**src/hw/rtl/rbf_adaptive_torque_control_defines.svh**
```systemverilog
// Assertion macros shared by the RBF torque controller RTL.
`ifndef RBF_ADAPTIVE_TORQUE_CONTROL_DEFINES_SVH
`define RBF_ADAPTIVE_TORQUE_CONTROL_DEFINES_SVH

// Condition implies consequence in the same cycle.
`define RBF_ATC_ASSERT_IMP(label, pre, post) \
    label: assert property (@(posedge clk) disable iff (!rst_n) (pre) |-> (post)) \
        else $error("rbf_atc check failed");

// Condition implies consequence in the following cycle.
`define RBF_ATC_ASSERT_NEXT(label, pre, post) \
    label: assert property (@(posedge clk) disable iff (!rst_n) (pre) |=> (post)) \
        else $error("rbf_atc check failed");

`endif

```
**src/hw/rtl/rbf_atc_isqrt.sv**
```systemverilog
// Iterative 64-bit integer square root, two radicand bits per cycle.
module rbf_atc_isqrt (
    input  logic        clk,
    input  logic        rst_n,
    input  logic        start,
    input  logic [63:0] value,
    output logic        busy,
    output logic [31:0] root
);

    logic        busy_reg;
    logic [63:0] rem_reg;
    logic [63:0] root_reg;
    logic [63:0] bit_reg;
    logic [63:0] trial;

    assign trial = root_reg + bit_reg;

    always_ff @(posedge clk or negedge rst_n)
    begin
        if (!rst_n)
        begin
            busy_reg <= 1'b0;
        end
        else if (start)
        begin
            busy_reg <= 1'b1;
        end
        else if (busy_reg && bit_reg[0])
        begin
            busy_reg <= 1'b0;
        end
    end

    always_ff @(posedge clk)
    begin
        if (start)
        begin
            rem_reg  <= value;
            root_reg <= '0;
            bit_reg  <= 64'h4000_0000_0000_0000;
        end
        else if (busy_reg)
        begin
            if (rem_reg >= trial)
            begin
                rem_reg  <= rem_reg - trial;
                root_reg <= (root_reg >> 1) + bit_reg;
            end
            else
            begin
                root_reg <= root_reg >> 1;
            end
            bit_reg <= bit_reg >> 2;
        end
    end

    assign busy = busy_reg;
    assign root = root_reg[31:0];

endmodule

```
**config.mk**
```make
export PLATFORM = sky130hd
export DESIGN_NAME = rbf_atc_isqrt
export DESIGN_NICKNAME = d
export VERILOG_FILES = /design/src/hw/rtl/rbf_adaptive_torque_control_defines.svh /design/src/hw/rtl/rbf_atc_isqrt.sv
export SDC_FILE = /design/constraint.sdc
export NUM_CORES = 1
export LEC_CHECK = 0
export BUFFER_PORTS_ARGS = -buffer_cell sky130_fd_sc_hd__buf_2
export CAP_MARGIN = 20
export CORE_UTILIZATION = 28
export CTS_CLUSTER_DIAMETER = 100
export DETAILED_ROUTE_END_ITERATION = 8
export SLEW_MARGIN = 10
export SYNTH_ARGS = -nofsm -noshare
export SYNTH_HDL_FRONTEND = slang
export SYNTH_SLANG_ARGS = --single-unit
```
**constraint.sdc**
```tcl
create_clock -name clk -period 9.8 [get_ports clk]
set_input_delay 1.96 -clock clk [delete_from_list [all_inputs] [get_ports clk]]
set_output_delay 1.96 -clock clk [all_outputs]
set_load 0.01 [all_outputs]
```
==> results.sh <==
export IMPL_routedWlPerCell_microns=17.8
export IMPL_setup_slack_ns=2.45
export IMPL_routed_wl_met2_microns=21300
export IMPL_grt_pass1_vias=13449
export IMPL_synth_flop_cell="dfxtp_1"
export IMPL_ctsResizeCount=0
export IMPL_status="finished, violations left"
export IMPL_pre_cts_ws_ns=2.51
export IMPL_antenna_found_initial=0
export IMPL_cts_hold_buffers=0
export IMPL_synth_edf_count=64
export IMPL_diodes=0
export IMPL_clk_pin_slew_ns=0.07
export IMPL_grtUsageTotal_pct=16.8
export IMPL_crit_fanout=64
export IMPL_syn_avg_cell_area_sq_um=7.87
export IMPL_postRouteAntennaNets=0
export IMPL_setup_viol=0
export IMPL_fp_coreArea_sq_um=52900
export IMPL_hpwl_microns=35200
export IMPL_gp_congestion=0.905
export IMPL_ios=100
export IMPL_hp_class="reg -> reg"
export IMPL_grt_overflow=0
export IMPL_route_met3_wl_microns=2270
export IMPL_ys_ff_latch=161
export IMPL_synth_top_area_share_pct=12.8
export IMPL_min_period_ns=7.35
export IMPL_htree_levels=4
export IMPL_grt_pass1_wl_microns=73100
export IMPL_final_layout_size_suffix_gt1_share_pct=9.33
export IMPL_async_flop_share_pct=0.621
export IMPL_wl_met1_microns=22300
export IMPL_clk_latency_ns=0.47
export IMPL_slew_violations=0
export IMPL_post_route_period_util_pct=75.0
export IMPL_setup_tns_ns=0
export IMPL_portBuffers=99
export IMPL_die_h_microns=234
export IMPL_rows=84
export IMPL_dieArea_sq_um=54700
export IMPL_wirelength_microns=46500
export IMPL_via_count=14172
export IMPL_synth_area_sq_um=15100
export IMPL_grt_max_degree=100
export IMPL_die_w_microns=234
export IMPL_endpoint_kind="flip-flop"
export IMPL_ir_drop_v=0.000130
export IMPL_yosys_warnings=0
export IMPL_cts_tree="done"
export IMPL_yosysMostFrequentCell="nand2_1"
export IMPL_violations="DRC"
export IMPL_synth_top_cells_by_count="nand2_1, nor2_1, o21ai_0, ha_1, a21oi_1"
export IMPL_p_per_area_nw_per_um2=294
export IMPL_clock_fmax_mhz=136
export IMPL_initial_core_util_pct=28.5
export IMPL_timing_hold_ws_ns=0.525
export IMPL_viasPerCell=5.44
export IMPL_worstPathArrival_ns=7.45
export IMPL_root_buffer="clkbuf_16"
export IMPL_finalPower_w=0.00482
export IMPL_cts_buffers=17
export IMPL_p_leak_nw=6.48
export IMPL_crit_type="reg -> reg"
export IMPL_hold_viol_final=0
export IMPL_stdcell_area_sq_um=16400
export IMPL_area_growth_pct=9.04
export IMPL_timing_slew_headroom_pct=36.1
export IMPL_rsz0062_at_grt="no"
export IMPL_synth_seq_area_share_pct=25.7
export IMPL_dpl_instance_area_sq_um=15800
export IMPL_final_nets=2103
export IMPL_cts_setup_buffers=0
export IMPL_worstPathRequired_ns=9.90
export IMPL_tightest_slew_ns=0.959
export IMPL_numClockSinks=161
export IMPL_first_pass_iters=7
export IMPL_drv_cap=0
export IMPL_synth_area_leaders="dfxtp_1, edfxtp_1, ha_1, nand2_1, xnor2_1"
export IMPL_dr_max_layer_used="met4"
export IMPL_clock_path_buffers=2
export IMPL_start_kind="flip-flop"
export IMPL_finClkSkew_ns=0.0105
export IMPL_remaining_drc_errors=8
export IMPL_synth_top_cell_by_area="dfxtp_1"
export IMPL_drt_initial_drc_count=1247
export IMPL_syn_num_nets=2112
export IMPL_synth_cell_types=88
export IMPL_synthCells=1914
==> where the power goes <==
part | total [W] | internal (W) | switching [W]
Combinational | 0.00298 | 0.00113 | 0.00185
Clock | 0.000703 | 0.000391 | 0.000312
Sequential | 0.00114 | 0.000974 | 0.000165
Total | 0.00482 | 0.00249 | 0.00233
==> layout make-up <==
class / count / area, sq um
Fill cell: 5627 / 36400
Multi-Input combinational cell: 1581 / 10400
Sequential cell: 161 / 3870
Tap cell: 688 / 861
Timing Repair Buffer: 107 / 562
Clock buffer: 20 / 458
Inverter: 37 / 139
Clock inverter: 12 / 130
==> per-layer routing <==
metal / vias up / global-route usage [%]
met5: - / 0
met4: 0 / 3.84
met3: 42 / 2.36
met2: 400 / 27.1
met1: 6732 / 23.6
li1: 6998 / -
==> cells by family after synthesis <==
family	share of synthesized area, %
AO/OA/AOI/OAI	26.6
XOR/XNOR	9.19
adder cells (fa/ha/maj)	10.9
buffers and inverters	5.37
flip-flops	25.7
multiplexers	3.31
AND/OR/NAND/NOR	18.9
==> final timing paths <==
path	startpoint	end	slack, ns	cells after the start
worst max-delay path	root_reg[2]	rem_reg[3]	2.45	20
worst min-delay path	root_reg[0]	root_reg[0]	0.53	2
worst max register to register	root_reg[2]	rem_reg[3]	2.45	20
worst min register to register	root_reg[0]	root_reg[0]	0.53	2
max in group asynchronous	rst_n	busy	8.45	1
min in group asynchronous	rst_n	busy	1.26	1
==> metrics by stage <==
stage	util, %	instances
3_5_place_dp	30.0	2574
2_1_floorplan	-	1914
4_1_cts	31.1	2606
3_3_place_gp	30.0	2574
6_report	31.1	2606
5_1_grt	31.1	2606
==> worst max-delay path, stage by stage, from the launching register on <==
cell and delay, ns:
dfxtp_1 0.44, ha_1 0.31, a31oi_1 0.43, a211oi_1 0.23, a221o_1 0.41, a41o_1 0.35, a21oi_2 0.32, o21ai_1 0.22
a311oi_2 0.42, o21bai_1 0.15, a31oi_1 0.23, xor2_1 0.11, ha_1 0.44, nand4_1 0.17, a211oi_1 0.35, nand3_1 0.20
a21oi_1 0.38, nor2_4 0.06, buf_4 0.35, o21ai_4 0.69, buf_4 0.62
==> cell usage in the layout, fill, tap and decap left out, types with 13 or more instances in the layout <==
| cell | Yosys | final |
|---|---|---|
| a211oi_1 | 37 | 37 |
| a21o_1 | 54 | 54 |
| a21oi_1 | 120 | 120 |
| a221oi_1 | 15 | 15 |
| a311oi_1 | 14 | 14 |
| a31oi_1 | 59 | 59 |
| and2_1 | 16 | 16 |
| buf_2 | 13 | 98 |
| clkbuf_16 | 0 | 18 |
| dfxtp_1 | 96 | 96 |
| edfxtp_1 | 64 | 64 |
| ha_1 | 130 | 130 |
| inv_1 | 37 | 37 |
| mux2i_1 | 42 | 42 |
| nand2_1 | 241 | 241 |
| nand2b_1 | 13 | 13 |
| nand3_1 | 36 | 36 |
| nand4_1 | 33 | 33 |
| nor2_1 | 186 | 186 |
| nor2b_1 | 18 | 18 |
| nor3_1 | 28 | 28 |
| o21ai_0 | 132 | 131 |
| o21ai_1 | 35 | 35 |
| o21bai_1 | 23 | 23 |
| or3_1 | 17 | 17 |
| xnor2_1 | 86 | 86 |
| xor2_1 | 72 | 72 |
(Power assumes the default switching activity.)
