`src/hw/rtl/rbf_adaptive_torque_control_defines.svh`:
```
// Assertion macros shared by the RBF torque controller RTL.
`ifndef RBF_ADAPTIVE_TORQUE_CONTROL_DEFINES_SVH
`define RBF_ADAPTIVE_TORQUE_CONTROL_DEFINES_SVH

// Condition implies consequence in the same cycle.
`define RBF_ATC_ASSERT_IMP(label, pre, post) \
    label: assert property (@(posedge clk) disable iff (!rst_n) (pre) |-> (post)) \
        else $error("rbf_atc check failed");

// Condition implies consequence in the following cycle.
`define RBF_ATC_ASSERT_NEXT(label, pre, post) \
    label: assert property (@(posedge clk) disable iff (!rst_n) (pre) |=> (post)) \
        else $error("rbf_atc check failed");

`endif

```
`src/hw/rtl/rbf_atc_ram.sv`:
```
// Generic single-port-write, registered-read RAM.
module rbf_atc_ram #(
    parameter int WIDTH = 8,
    parameter int DEPTH = 4
) (
    input  logic                                   clk,
    input  logic                                   we,
    input  logic [(DEPTH > 1 ? $clog2(DEPTH) : 1)-1:0] waddr,
    input  logic [WIDTH-1:0]                       wdata,
    input  logic [(DEPTH > 1 ? $clog2(DEPTH) : 1)-1:0] raddr,
    output logic [WIDTH-1:0]                       rdata
);

    logic [WIDTH-1:0] mem [DEPTH];

    always_ff @(posedge clk)
    begin
        if (we)
        begin
            mem[waddr] <= wdata;
        end
        rdata <= mem[raddr];
    end

endmodule

```
`config.mk`:
```
export PLATFORM = sky130hd
export DESIGN_NAME = rbf_atc_ram
export DESIGN_NICKNAME = d
export VERILOG_FILES = /design/src/hw/rtl/rbf_adaptive_torque_control_defines.svh /design/src/hw/rtl/rbf_atc_ram.sv
export SDC_FILE = /design/constraint.sdc
export NUM_CORES = 1
export LEC_CHECK = 0
export BUFFER_PORTS_ARGS = -buffer_cell sky130_fd_sc_hd__buf_2
export CAP_MARGIN = 5
export CORE_UTILIZATION = 57
export CTS_CLUSTER_DIAMETER = 50
export CTS_CLUSTER_SIZE = 40
export DETAILED_ROUTE_END_ITERATION = 10
export GPL_TIMING_DRIVEN = 1
export PLACE_DENSITY = 0.8
export SYNTH_ARGS = -nofsm -noshare
export SYNTH_HDL_FRONTEND = slang
export SYNTH_SLANG_ARGS = --single-unit
```
`constraint.sdc`:
```
create_clock -name clk -period 4.6 [get_ports clk]
set_clock_uncertainty 0.15 [all_clocks]
set_input_delay 0.92 -clock clk [delete_from_list [all_inputs] [get_ports clk]]
set_output_delay 0.92 -clock clk [all_outputs]
set_load 0.02 [all_outputs]
```
==> summary.txt, run 1 <==
STA
  • Max Slew Vio Count: 0
  • F_max: 0.482 GHz
  • Slew @ Worst Pin: 756 ps
  • Final Setup Violations: 0
  • Final Cycle Share: 45.1%
  • Setup TNS: 0 ps
  • RSZ-0062 raised after global routing: false
  • Final min period: 2080 ps
  • Fin. Hold Viols: 0
  • Rel. slew slack: 49.5%

Drt
  • Max layer used: met4
  • DRT Wirelength: 1.87 mm
  • DRC: 0
  • Met2 wire len: 1.03 mm
  • Avg WL per Cell: 17.0 microns
  • WL met3: 105 microns
  • TritonRoute pass-1 iters: 4
  • DRT met1 WL: 722 microns
  • Vias per cell: 5.55
  • Via count: 610
  • 1st-iter DRT viols: 6
  • ANT nets after route: 0

Placement
  • RePlAce Congestion: 0.657
  • Port bufs: 21

Floorplanning
  • Core region area: 2210 sq um
  • Initial core utilization: 61.0%
  • Die footprint: 2560 sq um
  • Die Wd: 50.6 microns
  • Die Height: 50.6 microns
  • Row count: 17
  • Number of I/O pins: 22

Final layout
  • Antenna fix cells: 0
  • Nets@finish: 95
  • Multi-input logic area: 211 sq um
  • Layout cells sized above 1: 46.3%
  • Post-route core utilization: 71.1%
  • Fill count: 137
  • Seq. cell area: 1120 sq um
  • Layout area overhead: 16.6%

Worst setup path
  • Worst stage delay on the critical path: 640 ps
  • Arrival @ worst endpoint: 1980 ps
  • Crit path max fanout: 5
  • Worst EP required: 4500 ps
  • Kind of critical path: input port to flip-flop
  • Worst path depth: 3
  • R2R cell count: 1
  • Worst Setup End Kind: flip-flop
  • Largest delay share family, worst path: simple AND/OR/NAND/NOR gates
  • Critical-path cell list: buf_2 > nor3b_1 > clkbuf_2
  • CP startpoint kind: input port
  • CP bufs+invs: 2
  • Critical-path top delay cell: nor3b_1

Power and ir drop
  • Maximum vdd drop: 0.384 mV
  • Pwr per Cell Area: 455 nW/um^2
  • Pleak: 0.572 nW
  • Power Total: 0.000715 W

Logic synthesis
  • Post-synth top area share: 71.2%
  • Mux contribution to synthesized area: 13.4%
  • Synth unique cells: 8
  • Post-Synth Adder-Cell Area: 0%
  • Register area share after synthesis: 83.1%
  • Mapped Nets: 68
  • Synth Area per Inst: 25.0 sq um
  • Compound-Gate Fraction of Synth Area: 0%
  • Synth top area cells: edfxtp_1 (71%), mux4_2 (13%), dfxtp_1 (12%)
  • Xor-xnor portion of the synthesized cell area: 0%
  • Combinational family with the most area after synthesis: multiplexers
  • Post-Syn Instances: 54
  • Netlist Area Pre-Place: 1350 sq um
  • Ys Warns: 0
  • Synth area leader: edfxtp_1
  • Simple-gate area share of the yosys netlist: 2.32%
  • #FFs+latches synth: 40

Global route
  • First-pass GRT wire length: 2.97 mm
  • Largest net degree at the start of global routing: 13
  • Initial antenna violation count: 0
  • Gr usage total: 18.6%
  • Vias in the first global route: 631
  • Total grt overflow: 0

Clock network
  • TritonCTS clock tree: yes
  • CTS Buf Count: 5
  • Post-CTS resize count: 0
  • CTS Root Cell: clkbuf_4
  • Reg clk slew, reported paths: 100 ps
  • CTS Sinks: 40
  • Post-CTS setup repair buffer count: 0
  • Hold Buf Count CTS: 0
  • H-tree depth: 2
  • Clock latency on the worst-skew pair: 340 ps
  • Clk buf depth: 2

Worst hold path
  • Min-delay worst type: flip-flop to flip-flop
  • Worst hold path depth: 1

Run status
  • Status: completed

Run
  • # Max-Cap Violations: 0
==> synthesized netlist by cell type, drive strengths merged <==
library cell,n
buf,1
dfxtp,8
clkbuf,1
edfxtp,32
and3b,2
mux4,8
nor3b,1
and3,1
==> placed cells by master, fill, tap and decap left out <==
cell type and n:
dfxtp_1 8, mux4_2 8, buf_2 21, nor3b_1 1
edfxtp_1 32, clkbuf_2 1, and3b_1 2, and3_1 1
clkbuf_4 5, clkbuf_8 2, bufinv_16 1
==> metrics by stage <==
step	hold WS, ps	area, sq um	setup WS (ps)	std cells
floorplan	382	1350	2470	54
global placement	384	1470	2060	101
detailed placement	392	1470	1930	101
CTS	417	1570	2320	109
global route	441	1570	2480	110
finish	413	1570	2520	110
==> cell families (layout without fill, tap and decap cells) <==
family	count (synthesis)	count (layout)
DFF	40	40
muxes	8	8
and+or+nand+nor	4	4
buffers and inverters	2	30
==> area by class of cell <==
class	count	share of cell area (%)
clock buffer	7	4.14
clock inverter	1	1.91
multi-input combinational	12	13.4
tap	28	2.23
sequential	40	71.3
timing repair buffer	22	7.00
==> where the power goes <==
group	leakage (nW)	total, W	switching (W)	internal, W
registers	0.361	0.000416	0.00000443	0.000412
logic	0.159	0.0000448	0.0000249	0.0000199
clock network	0.0515	0.000254	0.000110	0.000144
==> layer usage <==
metal	track usage, %	up-vias
met3	10.0	2
li1	-	281
met2	30.7	21
met5	0	-
met4	6.94	0
met1	20.2	306
==> registers in the layout (all words and copies together), names as in the netlist <==
| name | cells |
|---|---|
| rdata | 8 |
| mem | 32 |
==> worst paths after layout <==
check	start	end	slack, ps
min	mem[0][3]$_DFFE_PP_	rdata[3]$_DFF_P_	410
max	waddr[0]	mem[0][3]$_DFFE_PP_	2520
max reg2reg	mem[3][4]$_DFFE_PP_	rdata[4]$_DFF_P_	3470
min reg2reg	mem[0][3]$_DFFE_PP_	rdata[3]$_DFF_P_	410
Power figures use the tool's default switching activity.
==> run 2, diff against run 1 <==
- ABC_AREA: unset -> 1
- CORE_UTILIZATION: 57 -> 49
- PLACE_DENSITY: 0.8 -> 0.73
- clock period: 4.6 -> 1.7 ns (I/O delays scaled with it)
==> summary.txt, run 2 <==
Drt
  • 1st-iter DRT viols: 49
  • Avg WL per Cell: 11.4 microns
  • Vias per cell: 4.49
  • DRC: 0
  • DRT Wirelength: 2.44 mm
  • TritonRoute pass-1 iters: 4
  • ANT nets after route: 0
  • Via count: 961

Placement
  • Area after DPL: 1700 sq um
  • DP HPWL: 1.74 mm
  • Placed cells: 206
  • RePlAce Congestion: 0.769
  • Port bufs: 21

Logic synthesis
  • Post-Syn Instances: 141
  • Synth unique cells: 10
  • Top FF cell, synth: edfxtp_1
  • Post-Synth Adder-Cell Area: 0%
  • Synth area leader: edfxtp_1
  • Mapped Nets: 155
  • Synth top area cells: edfxtp_1 (62%), dfxtp_1 (10%), nand2_1 (9.7%)
  • Xor-xnor portion of the synthesized cell area: 0%
  • Mux contribution to synthesized area: 0%
  • Most common cell in the synthesized netlist: nand2_1
  • Ys Warns: 0
  • Compound-Gate Fraction of Synth Area: 0%
  • Register area share after synthesis: 72.4%
  • Asr flop ratio synth: 0%
  • Combinational family with the most area after synthesis: simple AND/OR/NAND/NOR gates
  • #FFs+latches synth: 40
  • Post-synth top area share: 62.1%
  • Post-synth EDFFs: 32
  • Netlist Area Pre-Place: 1550 sq um
  • Simple-gate area share of the yosys netlist: 16.2%
  • Most frequent cells after synthesis: nand2_1 (40), inv_1 (36), edfxtp_1 (32)
  • Synth Area per Inst: 11.0 sq um

Floorplanning
  • Die Height: 58.2 microns
  • Initial core utilization: 51.1%
  • Die footprint: 3390 sq um
  • Die Wd: 58.2 microns
  • Number of I/O pins: 22
  • Core region area: 3030 sq um
  • Row count: 20

Clock network
  • Clk buf depth: 2
  • CTS Sinks: 40
  • Clock latency on the worst-skew pair: 350 ps
  • CTS Root Cell: clkbuf_4
  • TritonCTS clock tree: yes
  • CTS Buf Count: 5
  • H-tree depth: 2
  • Reg clk slew, reported paths: 130 ps
  • Post-CTS resize count: 0
  • Hold Buf Count CTS: 0
  • Post-CTS setup repair buffer count: 0

Final layout
  • Post-route core utilization: 59.0%
  • Commonest non-fill, non-tap cell in the layout: nand2_1
  • Most frequent cells in the layout: nand2_1 (40), inv_1 (36), edfxtp_1 (32)
  • Final cell count without fillers: 214
  • Flip-flop count of the largest register after layout: 32
  • Design Area, Final: 1790 sq um
  • Biggest regs: mem x32, rdata x8
  • Layout cells sized above 1: 19.4%
  • Fill count: 249
  • Nets@finish: 183
  • Seq. cell area: 1120 sq um
  • Multi-input logic area: 250 sq um
  • Layout area overhead: 15.5%
  • Antenna fix cells: 0
  • Largest Register: mem

Power and ir drop
  • Maximum vdd drop: 0.903 mV
  • Pwr per Cell Area: 1070 nW/um^2
  • Pleak: 0.848 nW

STA
  • Setup TNS: 0 ps
  • Max Slew Vio Count: 0
  • Final Cycle Share: 78.0%
  • Final Setup Violations: 0
  • RSZ-0062 raised after global routing: false
  • Rel. slew slack: 79.3%
  • Final min period: 1330 ps
  • Fin. Hold Viols: 0
  • Slew @ Worst Pin: 311 ps
  • F_max: 0.754 GHz

Worst setup path
  • Worst EP required: 1210 ps
  • Worst stage delay on the critical path: 330 ps
  • Arrival @ worst endpoint: 840 ps
  • Kind of critical path: flip-flop to primary output
  • CP bufs+invs: 1
  • Critical-path cell list: buf_2
  • Critical-path top delay cell: dfxtp_1
  • Crit path max fanout: 1
  • Largest delay share family, worst path: flip-flops
  • Worst Setup End Kind: primary output
  • CP startpoint kind: flip-flop

Global route
  • Gr usage total: 16.6%
  • Vias in the first global route: 853
  • Total grt overflow: 0
  • Initial antenna violation count: 0
  • Largest net degree at the start of global routing: 18
  • First-pass GRT wire length: 3.93 mm

Run status
  • Status: completed

Worst hold path
  • Min-delay worst type: input port to flip-flop

Run
  • # Max-Cap Violations: 0
[run 2: changes by cell type after synthesis, sizes merged]
| cell | previous run | this run |
|---|---|---|
| and3 | 1 | 0 |
| nand3 | 0 | 16 |
| clkbuf | 1 | 0 |
| nor3 | 0 | 4 |
| mux4 | 8 | 0 |
| nor3b | 1 | 0 |
| buf | 1 | 4 |
| nand2 | 0 | 40 |
| inv | 0 | 37 |
| and3b | 2 | 0 |
[run 2: power by group]
group          switching (W)  total, W  internal (W)
clock               0.000292  0.000638      0.000346
sequential         0.0000121   0.00113       0.00111
combinational       0.000103  0.000156     0.0000525
[run 2: path summary, 6_finish.rpt]
check | startpoint | endpoint | slack [ps] | depth (start not counted)
worst max-delay path | rdata[7]$_DFF_P_ | rdata[7] | 370 | 1
worst min-delay path | wdata[7] | mem[0][7]$_DFFE_PP_ | 60 | 1
worst max register to register | mem[3][6]$_DFFE_PP_ | rdata[6]$_DFF_P_ | 790 | 4
worst min register to register | mem[3][7]$_DFFE_PP_ | rdata[7]$_DFF_P_ | 390 | 4
[run 2: per-layer routing]
layer | global-route usage [%] | vias to the layer above | wire length [microns]
li1 | - | 495 | -
met1 | 22.9 | 436 | 1130
met2 | 24.3 | 25 | 1150
met5 | 0 | - | 0
met3 | 4.69 | 5 | 116
met4 | 8.16 | 0 | 41
[run 2: metrics by stage]
stage | power (W) | hold WS, ps | setup WS [ps]
2_1_floorplan | 0.00125 | 289 | 147
3_3_place_gp | 0.00130 | 364 | 377
3_5_place_dp | 0.00131 | 374 | 388
4_1_cts | 0.00193 | 68.5 | 366
5_1_grt | 0.00199 | 58.7 | 339
6_report | 0.00192 | 62.6 | 373
[run 2: layout make-up]
type	instances	share of cell area, %
clock buffer	6	2.87
clock inverter	2	1.89
inverter	37	7.91
multi-input combinational	60	14.0
sequential	40	62.7
tap	44	3.08
timing repair buffer	25	7.56
[run 2: cells by family (layout without fill, tap and decap cells)]
kind of cell | after synthesis | count (layout)
and+or+nand+nor | 60 | 60
buffers and inverters | 41 | 70
DFF | 40 | 40
==> run 3, diff against run 2 <==
- clock period: 1.7 -> 1.2 ns (I/O delays scaled with it)
==> summary.txt, run 3 (synthesis results as in run 2) <==
Run
  • # Max-Cap Violations: 0

STA
  • Fin. Hold Viols: 0
  • F_max: 0.854 GHz
  • Max Slew Vio Count: 0
  • Rel. slew slack: 84.9%
  • Final Setup Violations: 0
  • Slew @ Worst Pin: 226 ps
  • Final min period: 1170 ps
  • Worst setup margin: 28.7 ps
  • RSZ-0062 raised after global routing: true
  • Final Cycle Share: 97.6%

Drt
  • Avg WL per Cell: 12.2 microns
  • 1st-iter DRT viols: 31
  • Via count: 1027
  • Vias per cell: 4.58
  • TritonRoute pass-1 iters: 4
  • DRC: 0
  • DRT Wirelength: 2.72 mm
  • ANT nets after route: 0

Worst hold path
  • Min-delay worst type: input port to flip-flop

Final layout
  • Commonest non-fill, non-tap cell in the layout: nand2_1
  • Most frequent cells in the layout: nand2_1 (40), inv_1 (36), edfxtp_1 (32)
  • Layout area overhead: 24.7%
  • Post-route core utilization: 63.7%
  • Seq. cell area: 1130 sq um
  • Antenna fix cells: 0
  • Nets@finish: 194
  • Biggest regs: mem x32, rdata x8
  • Flip-flop count of the largest register after layout: 32
  • Fill count: 228
  • Largest Register: mem
  • Layout cells sized above 1: 25.0%
  • Multi-input logic area: 270 sq um

Power and ir drop
  • Combinational share of power: 11.5%
  • P_sw: 0.000560 W
  • Clock share of power: 24.0%
  • Pwr per Cell Area: 1290 nW/um^2
  • Pleak: 0.895 nW
  • Internal: 0.00193 W
  • Seq pwr share: 64.5%
  • Maximum vdd drop: 0.749 mV
  • Sw frac: 22.5%

Worst setup path
  • CP startpoint kind: flip-flop
  • Arrival @ worst endpoint: 780 ps
  • Largest delay share family, worst path: flip-flops
  • Worst Setup End Kind: primary output
  • Kind of critical path: flip-flop to primary output
  • Worst EP required: 810 ps
  • Critical-path cell list: buf_6
  • CP bufs+invs: 1
  • Crit path max fanout: 1
  • Critical-path top delay cell: dfxtp_2
  • Worst stage delay on the critical path: 330 ps

Floorplanning
  • Row count: 20
  • Initial core utilization: 51.1%
  • Die Height: 58.2 microns
  • Die Wd: 58.2 microns
  • Die footprint: 3390 sq um
  • Number of I/O pins: 22
  • Core region area: 3030 sq um

Clock network
  • TritonCTS clock tree: yes
  • Reg clk slew, reported paths: 110 ps
  • Clock latency on the worst-skew pair: 330 ps
  • Post-CTS setup repair buffer count: 0
  • CTS Root Cell: clkbuf_4
  • Clk buf depth: 2
  • H-tree depth: 2
  • CTS Sinks: 40
  • CTS Buf Count: 5

Placement
  • DP HPWL: 1.91 mm
  • Port bufs: 21
  • RePlAce Congestion: 0.790
  • Post-Place Setup Slack: -38.6 ps

Global route
  • Largest net degree at the start of global routing: 17
  • Total grt overflow: 0
  • First-pass GRT wire length: 4.40 mm
  • Gr usage total: 18.8%
  • Vias in the first global route: 969
  • Initial antenna violation count: 0

Run status
  • Status: completed
run 3: cell types whose count changed in the layout (fill, tap and decap cells not counted), sizes merged:
cell / change
clkbuf: +1
dlygate4sd3: +8
buf: +3
bufinv: -1
clkinv: -1
run 3: per-layer routing:
layer | wire length, microns | GRT usage [%] | vias up
met2 | 1350 | 28.7 | 37
met3 | 122 | 4.69 | 8
met1 | 1190 | 23.8 | 469
met4 | 63 | 12.6 | 0
met5 | 0 | 0 | -
li1 | - | - | 513
run 3: layout make-up:
type | instances | area share [%]
clock buffer | 7 | 2.33
multi-input combinational | 60 | 14.0
inverter | 37 | 7.33
sequential | 40 | 58.6
tap | 44 | 2.85
timing repair buffer | 36 | 14.9
run 3: final timing paths:
| kind | start | end | slack (ps) | cells after the start |
|---|---|---|---|---|
| setup / recovery | rdata[0]$_DFF_P_ | rdata[0] | 30 | 1 |
| hold / removal | raddr[1] | rdata[1]$_DFF_P_ | 100 | 3 |
| setup reg to reg | mem[3][5]$_DFFE_PP_ | rdata[5]$_DFF_P_ | 280 | 4 |
| hold reg to reg | mem[1][1]$_DFFE_PP_ | rdata[1]$_DFF_P_ | 400 | 4 |
run 3: metrics by stage:
step / area (sq um) / hold slack, ps / setup TNS [ps] / total power [W] / cells
after floorplan: 1570 / 189 / -363 / 0.00177 / 141
after global placement: 1750 / 315 / 0 / 0.00186 / 209
after detailed placement: 1750 / 319 / -678 / 0.00186 / 209
after CTS: 1880 / 87.9 / 0 / 0.00247 / 224
after global routing: 1930 / 80.5 / -68.6 / 0.00261 / 224
final: 1930 / 98.1 / 0 / 0.00249 / 224
run 3: power groups by stage:
stage	Clock [W]	Sequential [W]	Combinational, W
after floorplan	0	0.00166	0.000110
after detailed placement	0	0.00163	0.000235
after global routing	0.000680	0.00161	0.000315
after global placement	0	0.00163	0.000229
final	0.000599	0.00161	0.000286
after CTS	0.000608	0.00160	0.000260
run 3: repair_timing:
item,4_1_cts,5_1_grt
setup endpoints to repair,2,8
gates resized for setup,2,21
cloned,0,0
hold endpoints to repair,32,0
hold buffers,8,0
run 3: tightest hold or removal path, stage by stage:
cell	delay [ps]
buf_2	160
nand3_1	100
nand2_1	50
